===== config.mk =====
export PLATFORM = sky130hd
export DESIGN_NAME = fasta_fastq_base_extractor
export DESIGN_NICKNAME = d
export VERILOG_FILES = /design/src/ffbe_pkg.sv /design/src/fasta_fastq_base_extractor.sv
export SDC_FILE = /design/constraint.sdc
export NUM_CORES = 1
export LEC_CHECK = 0
export ABC_AREA = 0
export BUFFER_PORTS_ARGS = -buffer_cell sky130_fd_sc_hd__buf_2
export CORE_MARGIN = 2
export CORE_UTILIZATION = 30
export DETAILED_ROUTE_END_ITERATION = 7
export HOLD_SLACK_MARGIN = 0.12
export PLACE_DENSITY = 0.45
export RECOVER_POWER = 25
export SLEW_MARGIN = 10
export SYNTH_ARGS = -nofsm -noshare
export SYNTH_HDL_FRONTEND = slang
export SYNTH_SLANG_ARGS = --single-unit

===== constraint.sdc =====
create_clock -name clk_i -period 8.9 [get_ports clk_i]
set_input_delay 0.89 -clock clk_i [delete_from_list [all_inputs] [get_ports clk_i]]
set_output_delay 0.89 -clock clk_i [all_outputs]
set_load 0.005 [all_outputs]

===== src/ffbe_pkg.sv =====
// Package for the FASTA/FASTQ base extractor: beat types, format codes and
// the character constants used by the parser. No dependencies.
package ffbe_pkg;

  localparam int unsigned ByteW = 8;

  localparam logic [ByteW-1:0] SepReset = 8'h4E;  // 'N'
  localparam logic [ByteW-1:0] ChLf     = 8'h0A;
  localparam logic [ByteW-1:0] ChCr     = 8'h0D;
  localparam logic [ByteW-1:0] ChTab    = 8'h09;
  localparam logic [ByteW-1:0] ChSpace  = 8'h20;
  localparam logic [ByteW-1:0] ChGt     = 8'h3E;
  localparam logic [ByteW-1:0] ChAt     = 8'h40;

  // FASTQ line index of the sequence line within a four-line record
  localparam logic [1:0] SeqLine = 2'd1;

  typedef enum logic [3:0] {
    MODE_UNKNOWN = 4'b0001,
    MODE_FASTA   = 4'b0010,
    MODE_FASTQ   = 4'b0100,
    MODE_ERROR   = 4'b1000
  } mode_e;

  typedef struct packed {
    logic [ByteW-1:0] data_byte;
    logic             file_start;
  } in_beat_t;

  typedef struct packed {
    logic [ByteW-1:0] base_byte;
    logic             is_separator;
    logic             format_error;
  } out_beat_t;

  function automatic logic is_blank(input logic [ByteW-1:0] c);
    return (c == ChLf) || (c == ChCr) || (c == ChSpace) || (c == ChTab);
  endfunction

endpackage


===== src/fasta_fastq_base_extractor.sv =====
// Top level of the FASTA/FASTQ base extractor: byte parser, result register
// and skid stage. Depends on ffbe_pkg.
//
// Takes one file byte per beat and emits only sequence bases, with a flagged
// separator beat between records and a single error beat when the first
// non-blank byte is neither '>' nor '@'. One byte is taken every cycle while
// the input is not stalled; the parse is a few state bits updated in the
// same cycle as the byte is taken, and each result is registered in the
// output register, or in the one-entry skid stage while the output is
// stalled. The skid stage lets input keep flowing while the output is
// stalled; the input stalls only when the skid stage is full. The
// separator register is written through the cfg port, which is always ready.
module fasta_fastq_base_extractor (
  input  logic                clk_i,
  input  logic                rst_ni,
  input  logic                in_valid_i,
  output logic                in_stall_o,
  input  ffbe_pkg::in_beat_t  in_data_i,
  output logic                out_valid_o,
  input  logic                out_stall_i,
  output ffbe_pkg::out_beat_t out_data_o,
  input  logic                cfg_valid_i,
  output logic                cfg_ready_o,
  input  logic [7:0]          cfg_data_i
);

  logic [ffbe_pkg::ByteW-1:0] sep_q;

  ffbe_pkg::mode_e mode_q, mode_d;
  logic            record_seen_q, record_seen_d;
  logic            in_header_q, in_header_d;
  logic [1:0]      phase_q, phase_d;
  logic            await_q, await_d;

  logic                out_valid_q, skid_valid_q;
  ffbe_pkg::out_beat_t out_q, skid_q;

  logic                accept;
  logic                res_valid;
  ffbe_pkg::out_beat_t res;
  logic                out_fire;

  assign accept      = in_valid_i && !in_stall_o;
  assign out_fire    = out_valid_q && !out_stall_i;
  assign in_stall_o  = skid_valid_q;
  assign out_valid_o = out_valid_q;
  assign out_data_o  = out_q;
  assign cfg_ready_o = 1'b1;

  always_comb begin
    logic [ffbe_pkg::ByteW-1:0] c;
    ffbe_pkg::mode_e            mode_w;
    logic                       seen_w, hdr_w, await_w;
    logic [1:0]                 phase_w, phase_n;

    c       = in_data_i.data_byte;
    mode_w  = mode_q;
    seen_w  = record_seen_q;
    hdr_w   = in_header_q;
    phase_w = phase_q;
    await_w = await_q;
    if (in_data_i.file_start) begin
      mode_w  = ffbe_pkg::MODE_UNKNOWN;
      seen_w  = 1'b0;
      hdr_w   = 1'b0;
      phase_w = 2'd0;
      await_w = 1'b1;
    end

    phase_n   = phase_w + 2'd1;
    res_valid = 1'b0;
    res       = '{base_byte: c, is_separator: 1'b0, format_error: 1'b0};

    // Resolve the format first; the selecting byte is then parsed again below.
    if (mode_w == ffbe_pkg::MODE_UNKNOWN && !ffbe_pkg::is_blank(c)) begin
      if (c == ffbe_pkg::ChGt) begin
        mode_w = ffbe_pkg::MODE_FASTA;
      end else if (c == ffbe_pkg::ChAt) begin
        mode_w = ffbe_pkg::MODE_FASTQ;
      end else begin
        mode_w    = ffbe_pkg::MODE_ERROR;
        res_valid = 1'b1;
        res       = '{base_byte: '0, is_separator: 1'b0, format_error: 1'b1};
      end
    end

    case (mode_w)
      ffbe_pkg::MODE_FASTA: begin
        if (c == ffbe_pkg::ChGt) begin
          res_valid = seen_w;
          res       = '{base_byte: sep_q, is_separator: 1'b1, format_error: 1'b0};
          seen_w    = 1'b1;
          hdr_w     = 1'b1;
        end else if (c == ffbe_pkg::ChLf || c == ffbe_pkg::ChCr) begin
          hdr_w = 1'b0;
        end else if (!hdr_w && c != ffbe_pkg::ChSpace && c != ffbe_pkg::ChTab) begin
          res_valid = 1'b1;
        end
      end
      ffbe_pkg::MODE_FASTQ: begin
        if (c == ffbe_pkg::ChLf) begin
          phase_w = phase_n;
          if (phase_n == ffbe_pkg::SeqLine) begin
            res_valid = !await_w;
            res       = '{base_byte: sep_q, is_separator: 1'b1, format_error: 1'b0};
            await_w   = 1'b0;
          end
        end else if (c != ffbe_pkg::ChCr && phase_w == ffbe_pkg::SeqLine &&
                     c != ffbe_pkg::ChSpace && c != ffbe_pkg::ChTab) begin
          res_valid = 1'b1;
        end
      end
      default: begin
        // unknown (blank skipped) or error: hold
      end
    endcase

    mode_d        = mode_w;
    record_seen_d = seen_w;
    in_header_d   = hdr_w;
    phase_d       = phase_w;
    await_d       = await_w;
  end

  always_ff @(posedge clk_i or negedge rst_ni) begin
    if (!rst_ni) begin
      sep_q         <= ffbe_pkg::SepReset;
      mode_q        <= ffbe_pkg::MODE_UNKNOWN;
      record_seen_q <= 1'b0;
      in_header_q   <= 1'b0;
      phase_q       <= 2'd0;
      await_q       <= 1'b1;
      out_valid_q   <= 1'b0;
      skid_valid_q  <= 1'b0;
    end else begin
      if (cfg_valid_i && cfg_ready_o) begin
        sep_q <= cfg_data_i;
      end
      if (accept) begin
        mode_q        <= mode_d;
        record_seen_q <= record_seen_d;
        in_header_q   <= in_header_d;
        phase_q       <= phase_d;
        await_q       <= await_d;
      end
      if (out_fire || !out_valid_q) begin
        // output slot frees up: drain skid first, else take the new result
        if (skid_valid_q) begin
          out_valid_q  <= 1'b1;
          skid_valid_q <= 1'b0;
        end else begin
          out_valid_q <= accept && res_valid;
        end
      end else if (accept && res_valid) begin
        skid_valid_q <= 1'b1;
      end
    end
  end

  always_ff @(posedge clk_i) begin
    if (out_fire || !out_valid_q) begin
      if (skid_valid_q) begin
        out_q <= skid_q;
      end else if (accept && res_valid) begin
        out_q <= res;
      end
    end else if (accept && res_valid) begin
      skid_q <= res;
    end
  end

  a_skid_needs_out: assert property (@(posedge clk_i) disable iff (!rst_ni)
    skid_valid_q |-> out_valid_q)
    else $error("skid stage holds a beat while output register is empty");

  a_error_beat_clean: assert property (@(posedge clk_i) disable iff (!rst_ni)
    (out_valid_o && out_data_o.format_error) |->
      (out_data_o.base_byte == '0 && !out_data_o.is_separator))
    else $error("error beat carries data or separator flag");

  a_error_silent: assert property (@(posedge clk_i) disable iff (!rst_ni)
    (accept && mode_q == ffbe_pkg::MODE_ERROR && !in_data_i.file_start &&
     !out_valid_q) |=> !out_valid_o)
    else $error("byte in sticky error mode produced a result");

  a_skid_hold: assert property (@(posedge clk_i) disable iff (!rst_ni)
    (skid_valid_q && out_stall_i) |=> (skid_valid_q && $stable(skid_q)))
    else $error("skid beat lost or changed while output stalled");

endmodule

==> results of run 1 <==
## stage by stage
| step | power [W] | area [um2] | utilization, % | hold slack, ps | worst slack (ps) |
|---|---|---|---|---|---|
| after floorplan | 0.000247 | 2170 | - | 430 | 5600 |
| after global placement | 0.000270 | 2420 | 34.0 | 463 | 4850 |
| after detailed placement | 0.000270 | 2420 | 34.0 | 469 | 4710 |
| after CTS | 0.000423 | 2540 | 35.5 | 488 | 5030 |
| after global routing | 0.000438 | 2530 | 35.5 | 513 | 4800 |
| final | 0.000416 | 2530 | 35.5 | 484 | 5010 |
## how the worst min path moves through the flow
| stage | end | slack [ps] | cells after the start |
|---|---|---|---|
| detailed placement | record_seen_q | 470 | 2 |
| floorplan | record_seen_q | 430 | 2 |
| finish | phase_q[1] | 480 | 1 |
| global placement | phase_q[1] | 460 | 1 |
| CTS | record_seen_q | 490 | 2 |
| global route | phase_q[1] | 510 | 1 |
## cell type report
type | count | area (um2)
clock buffer | 5 | 68.8
multi-input combinational | 144 | 1040
sequential | 39 | 1080
timing repair buffer | 33 | 163
fill | 752 | 4600
clock inverter | 3 | 43.8
inverter | 4 | 15.0
tap | 99 | 124
## registers in the layout (all words and copies together) (netlist names)
| register | count |
|---|---|
| skid_q | 10 |
| await_q | 1 |
| record_seen_q | 1 |
| in_header_q | 1 |
| in_stall_o | 1 |
| out_valid_o | 1 |
| phase_q | 2 |
| mode_q | 4 |
| out_data_o | 10 |
| sep_q | 8 |
## critical path, delay by kind of cell
family	cells	cell delay [ps]
buffers and inverters	1	140
AO/OA/AOI/OAI	4	1700
AND/OR/NAND/NOR	3	1070
## cell usage in the layout (no fill, tap or decap), types with 3 or more instances in the layout
| master | instances |
|---|---|
| buf_2 | 31 |
| a21o_1 | 4 |
| nand2b_1 | 6 |
| inv_1 | 3 |
| nand4_1 | 4 |
| and2_1 | 3 |
| a22o_1 | 3 |
| mux2_2 | 15 |
| nor2_1 | 6 |
| nor2b_1 | 5 |
| nand2_1 | 18 |
| o21ai_0 | 7 |
| o31ai_1 | 3 |
| dfstp_2 | 6 |
| dfrtp_1 | 13 |
| nand4b_1 | 3 |
| a21oi_1 | 11 |
| edfxtp_1 | 20 |
| nor4_1 | 3 |
| and3_1 | 3 |
| nand3_1 | 4 |
| clkbuf_8 | 5 |
## power by group
part | internal, W | switching [W] | total [W] | leakage, nW
Combinational | 0.0000237 | 0.0000319 | 0.0000556 | 0.525
Clock | 0.0000835 | 0.0000661 | 0.000150 | 0.0581
Sequential | 0.000204 | 0.00000641 | 0.000210 | 0.419
Total | 0.000311 | 0.000104 | 0.000416 | 1.00
## layer usage
metal  vias up  wire length, um  track usage, %
met3         2              212            2.86
met2        34             2480            21.4
li1        810                -               -
met1       857             2660            21.0
met5         -                0               0
met4         0               49            5.70
## cell families after synthesis
| kind of cell | count (synthesis) | share of synthesized area [%] |
|---|---|---|
| other | 1 | 0.173 |
| DFF | 39 | 49.9 |
| adders and majority gates | 2 | 1.15 |
| AOI/OAI and AO/OA | 52 | 17.2 |
| buffers and inverters | 11 | 2.47 |
| muxes | 16 | 8.23 |
| and+or+nand+nor | 73 | 21.0 |
==> metrics.txt, run 1 <==
placed insts 319; Post-CTS Setup Inserts 0; nets@finish 251; clock buffer depth 2; vias 1703; cell area power density 164 nW/um2; max cap viols 0; Synth top cells by count edfxtp_1, nand2_1, mux2_2; final setup vio count 0; Port Buffers 33; Pre-Repair DR Iteration Count 4; hold_sp phase_q[1]; dominant cells by area after synthesis edfxtp_1, dfrtp_1, mux2_2; number of global-route vias before repair 1576; RR Startpoint mode_q[1]; final hold vios 0; f_max 257 MHz; row cnt 31; Post-synth EDFFs 20; RSZ-0062 raised after global routing false; Fin Clk Skew 5.94 ps; Clock Sinks 39; register area share after synthesis 49.9%; setup TNS 0 ps; Req. time, crit path 8820 ps; Critical Path Start in_data_i[2]; Die X-Extent 89.1 um; Resized cells post-CTS 0; Worst-Margin Slew 1150 ps; fin crit period 3890 ps; ys async rst share 48.7%; final worst path period share 43.7%; reg-to-reg slack, setup 5270 ps; Post-Layout Cell Count 327; worst rel slew slack 23.4%; worst min-delay path class flip-flop to flip-flop; I/O pins 35; Worst Path Max Fanout 10; leakage power 1.00 nW; drt drc 0; antenna viol nets, final 0; layout cells sized above 1 31.6%; CTS Root Cell clkbuf_8; cts hold-fix bufs 0; CP endpoint kind flip-flop; die area 7940 um2; synth-to-layout area growth 16.6%; cells after synthesis 194; max incr delay on CP 760 ps; global-route wire length before repair 8600 um; CTS Buf Count 5; initial drt markers 81; diodes inserted 0; post-synth cell types 61; Yosys warnings 0; crit-path cells buf_2 -> nor4_1 -> nand4b_1 -> a21oi_1 -> o21ai_0 -> nor3b_1 -> a21oi_2 -> a21boi_1; peak supply drop 0.0550 mV; Detailed Place HPWL 4010 um; synthesized net count 218; CP endpoint out_data_o[6]; top-count cell post-synth edfxtp_1; outcome complete, no violations; die height 89.1 um; GP Congestion 0.854; vias per cell 5.21; synthesized flop and latch total 39; worst r2r path cells 8; Reg clk slew, reported paths 80 ps; top cell type's share of synthesized area 27.6%; crit start category input pin; worst skew pair latency 290 ps; CTS tree yes; Post-Syn Area 2170 um2; Total GRT Usage 14.5%; largest net degree at the start of global routing 20; reg2reg end out_data_o[6]; H-tree Lvls 2; Main synth FF type edfxtp_1; CORE AREA 7140 um2; mean post-synth cell area 11.2 um2; Crit Path Class input pin to flip-flop; dominant cell type by area after synthesis edfxtp_1; initial cell density of the core 30.5%; gr ovfl total 0; overall routed net length 5400 um; Worst path slowest cell a21boi_1; mean routed wirelength per cell 16.5 um; Crit path arrival time 3800 ps; final slew viol count 0; initial antenna violation count 0
No activity file was read; power rests on OpenSTA's default activity.
==> run 2, diff against run 1 <==
--- a/config.mk
+++ b/config.mk
@@ -11,7 +11,7 @@
 export CORE_UTILIZATION = 30
 export DETAILED_ROUTE_END_ITERATION = 7
 export HOLD_SLACK_MARGIN = 0.12
-export PLACE_DENSITY = 0.45
+export PLACE_DENSITY = 0.46
 export RECOVER_POWER = 25
 export SLEW_MARGIN = 10
 export SYNTH_ARGS = -nofsm -noshare
==> constraint.sdc (replaced) <==
create_clock -name clk_i -period 3.42 [get_ports clk_i]
set_input_delay 0.342 -clock clk_i [delete_from_list [all_inputs] [get_ports clk_i]]
set_output_delay 0.342 -clock clk_i [all_outputs]
set_load 0.005 [all_outputs]
==> run 2 against run 1 <==
Non-clock buffer count increased by 6. Clock-buffer cell count unchanged. Via count decreased by 2.0%. Utilization increased by 0.35 points. Wire length decreased by 4.9%. Sequential cell count unchanged. Critical path depth increased by 1. Sequential share of layout area decreased by 0.42 points. First-iteration DRC count decreased by 28%. Worst hold slack got worse by 200 ps. Critical path type is now flip-flop to flip-flop.
==> metrics.txt, run 2 (synthesis gave the netlist of run 1 again) <==
P_int 0.000739 W (+140%); cts hold-fix bufs 1 (+1); final slew viol count 0 (unchanged); max cap viols 0 (unchanged); Req. time, crit path 3420 ps (-5400 ps); setup TNS 0 ps (unchanged); outcome complete, no violations; clock buffer depth 2 (unchanged); row cnt 31 (unchanged); Switching Share 26.6% (+1.5 points); commonest non-fill, non-tap cell in the layout buf_2; fin crit period 2770 ps; CP endpoint out_data_o[4]; Pre-Repair DR Iteration Count 4 (unchanged); Worst-Margin Slew 1100 ps (-48.9 ps); die height 89.1 um (unchanged); reg-to-reg slack, setup 650 ps (-4620 ps); gr ovfl total 0 (unchanged); initial drt markers 58 (-28%); hold_sp cfg_data_i[0]; Critical Path Start mode_q[1]; GP Congestion 0.877 (+2.7%); Die X-Extent 89.1 um (unchanged); CTS tree yes; Crit path arrival time 2770 ps (-1030 ps); CTS Root Cell clkbuf_8; Resized cells post-CTS 0 (unchanged); f_max 361 MHz; vias per cell 5.01 (-3.8%); global-route wire length before repair 8360 um (-2.8%); final worst path period share 81.1%; Net Sw Power 0.000268 W (+160%); Comb power frac 14.8% (+1.4 points); number of global-route vias before repair 1650 (+4.7%); drt drc 0 (unchanged); worst r2r path cells 9 (+1); worst min-delay path class input pin to flip-flop; Post-CTS Setup Inserts 0 (unchanged); cell area power density 394 nW/um2 (+140%); Crit Path Class flip-flop to flip-flop; GR peak layer met2; Port Buffers 33 (unchanged); met2 usage 20.2% (-1.2 points); final hold vios 0 (unchanged); Filler Cell Count 753 (+0.13%); final setup vio count 0 (unchanged); worst skew pair latency 290 ps (about the same); synth-to-layout area growth 17.7%; CP endpoint kind flip-flop; mean routed wirelength per cell 15.4 um (-6.6%); layout cells sized above 1 32.1% (+0.47 points); CORE AREA 7140 um2 (unchanged); peak supply drop 0.140 mV (+150%); Clk pwr share 30.8% (-5.2 points); leakage power 1.02 nW (+1.4%); Reg clk slew, reported paths 80 ps (about the same); met3 usage 3.97% (+1.1 points); largest net degree at the start of global routing 20 (unchanged); initial antenna violation count 0 (unchanged); worst rel slew slack 26.7% (+3.3 points); nets@finish 257 (+2.4%); RR Startpoint mode_q[1]; fin util 35.9% (+0.35 points); most frequent cells in the layout buf_2, edfxtp_1, nand2_1, mux2_2, dfrtp_1; H-tree Lvls 2 (unchanged); antenna viol nets, final 0 (unchanged); vias 1669 (-2.0%); Min Hold Slack 282 ps (-203 ps); Worst Path Max Fanout 10 (unchanged); RSZ-0062 raised after global routing false; Fin Clk Skew 8.11 ps (+2.17 ps); Detailed Place HPWL 3960 um (-1.3%); register share of total power 54.4% (+3.8 points); overall routed net length 5130 um (-4.9%); CTS Buf Count 5 (unchanged); die area 7940 um2 (unchanged); initial cell density of the core 30.5% (unchanged); M1 GR Usage 19.9% (-1.1 points); I/O pins 35 (unchanged); Total GRT Usage 14.1% (-0.47 points); reg2reg end out_data_o[4]; crit start category flip-flop; diodes inserted 0 (unchanged); Clock Sinks 39 (unchanged)
==> run 2: cell count changes in the layout (fill, tap and decap cells not counted), moves of 2 or more <==
| cell | change |
|---|---|
| buf_4 | +5 |
| clkinvlp_4 | +2 |
| dfstp_1 | +3 |
| dfstp_2 | -3 |
==> run 2: layout make-up <==
class	instances	area, um2	share of cell area (%)
clock buffer	5	68.8	2.69
clock inverter	3	20.0	0.782
inverter	4	15.0	0.587
multi-input combinational	144	1040	40.5
sequential	39	1080	42.3
tap	99	124	4.84
timing repair buffer	39	211	8.26
==> run 2: routing by layer <==
metal	routed length (um)	part of all wire (%)
met5	0	0
met3	296	5.8
met1	2570	50
met4	106	2.1
met2	2160	42
==> run 2: power by group through the flow <==
stage	sequential [W]	clock, W	combinational (W)
finish	0.000547	0.000310	0.000149
global route	0.000552	0.000347	0.000166
floorplan	0.000554	0	0.0000896
CTS	0.000549	0.000328	0.000151
global placement	0.000560	0	0.000150
detailed placement	0.000559	0	0.000149
==> run 2: worst min path at each step <==
stage                     depth (start not counted)           to
after floorplan                                   0  in_header_q
after global placement                            1   phase_q[0]
after detailed placement                          1    mode_q[1]
after CTS                                         2     sep_q[2]
after global routing                              2     sep_q[0]
final                                             2     sep_q[0]
==> run 2: worst max-delay path, cell delays in order (launching register included) <==
cell       delay, ps
dfrtp_1          480
nor4b_2          420
a2bb2oi_1        330
nand2_1          110
or3_4            440
inv_2             70
nor3b_1           50
a21oi_2          200
a21boi_1         170
buf_4            200
==> run 2: stage by stage <==
stage,cells,cell area [um2],power (W),setup slack (ps)
5_1_grt,333,2560,0.00106,490
4_1_cts,333,2560,0.00103,654
2_1_floorplan,194,2170,0.000643,559
6_report,333,2560,0.00101,648
3_3_place_gp,324,2460,0.000710,417
3_5_place_dp,324,2460,0.000708,448
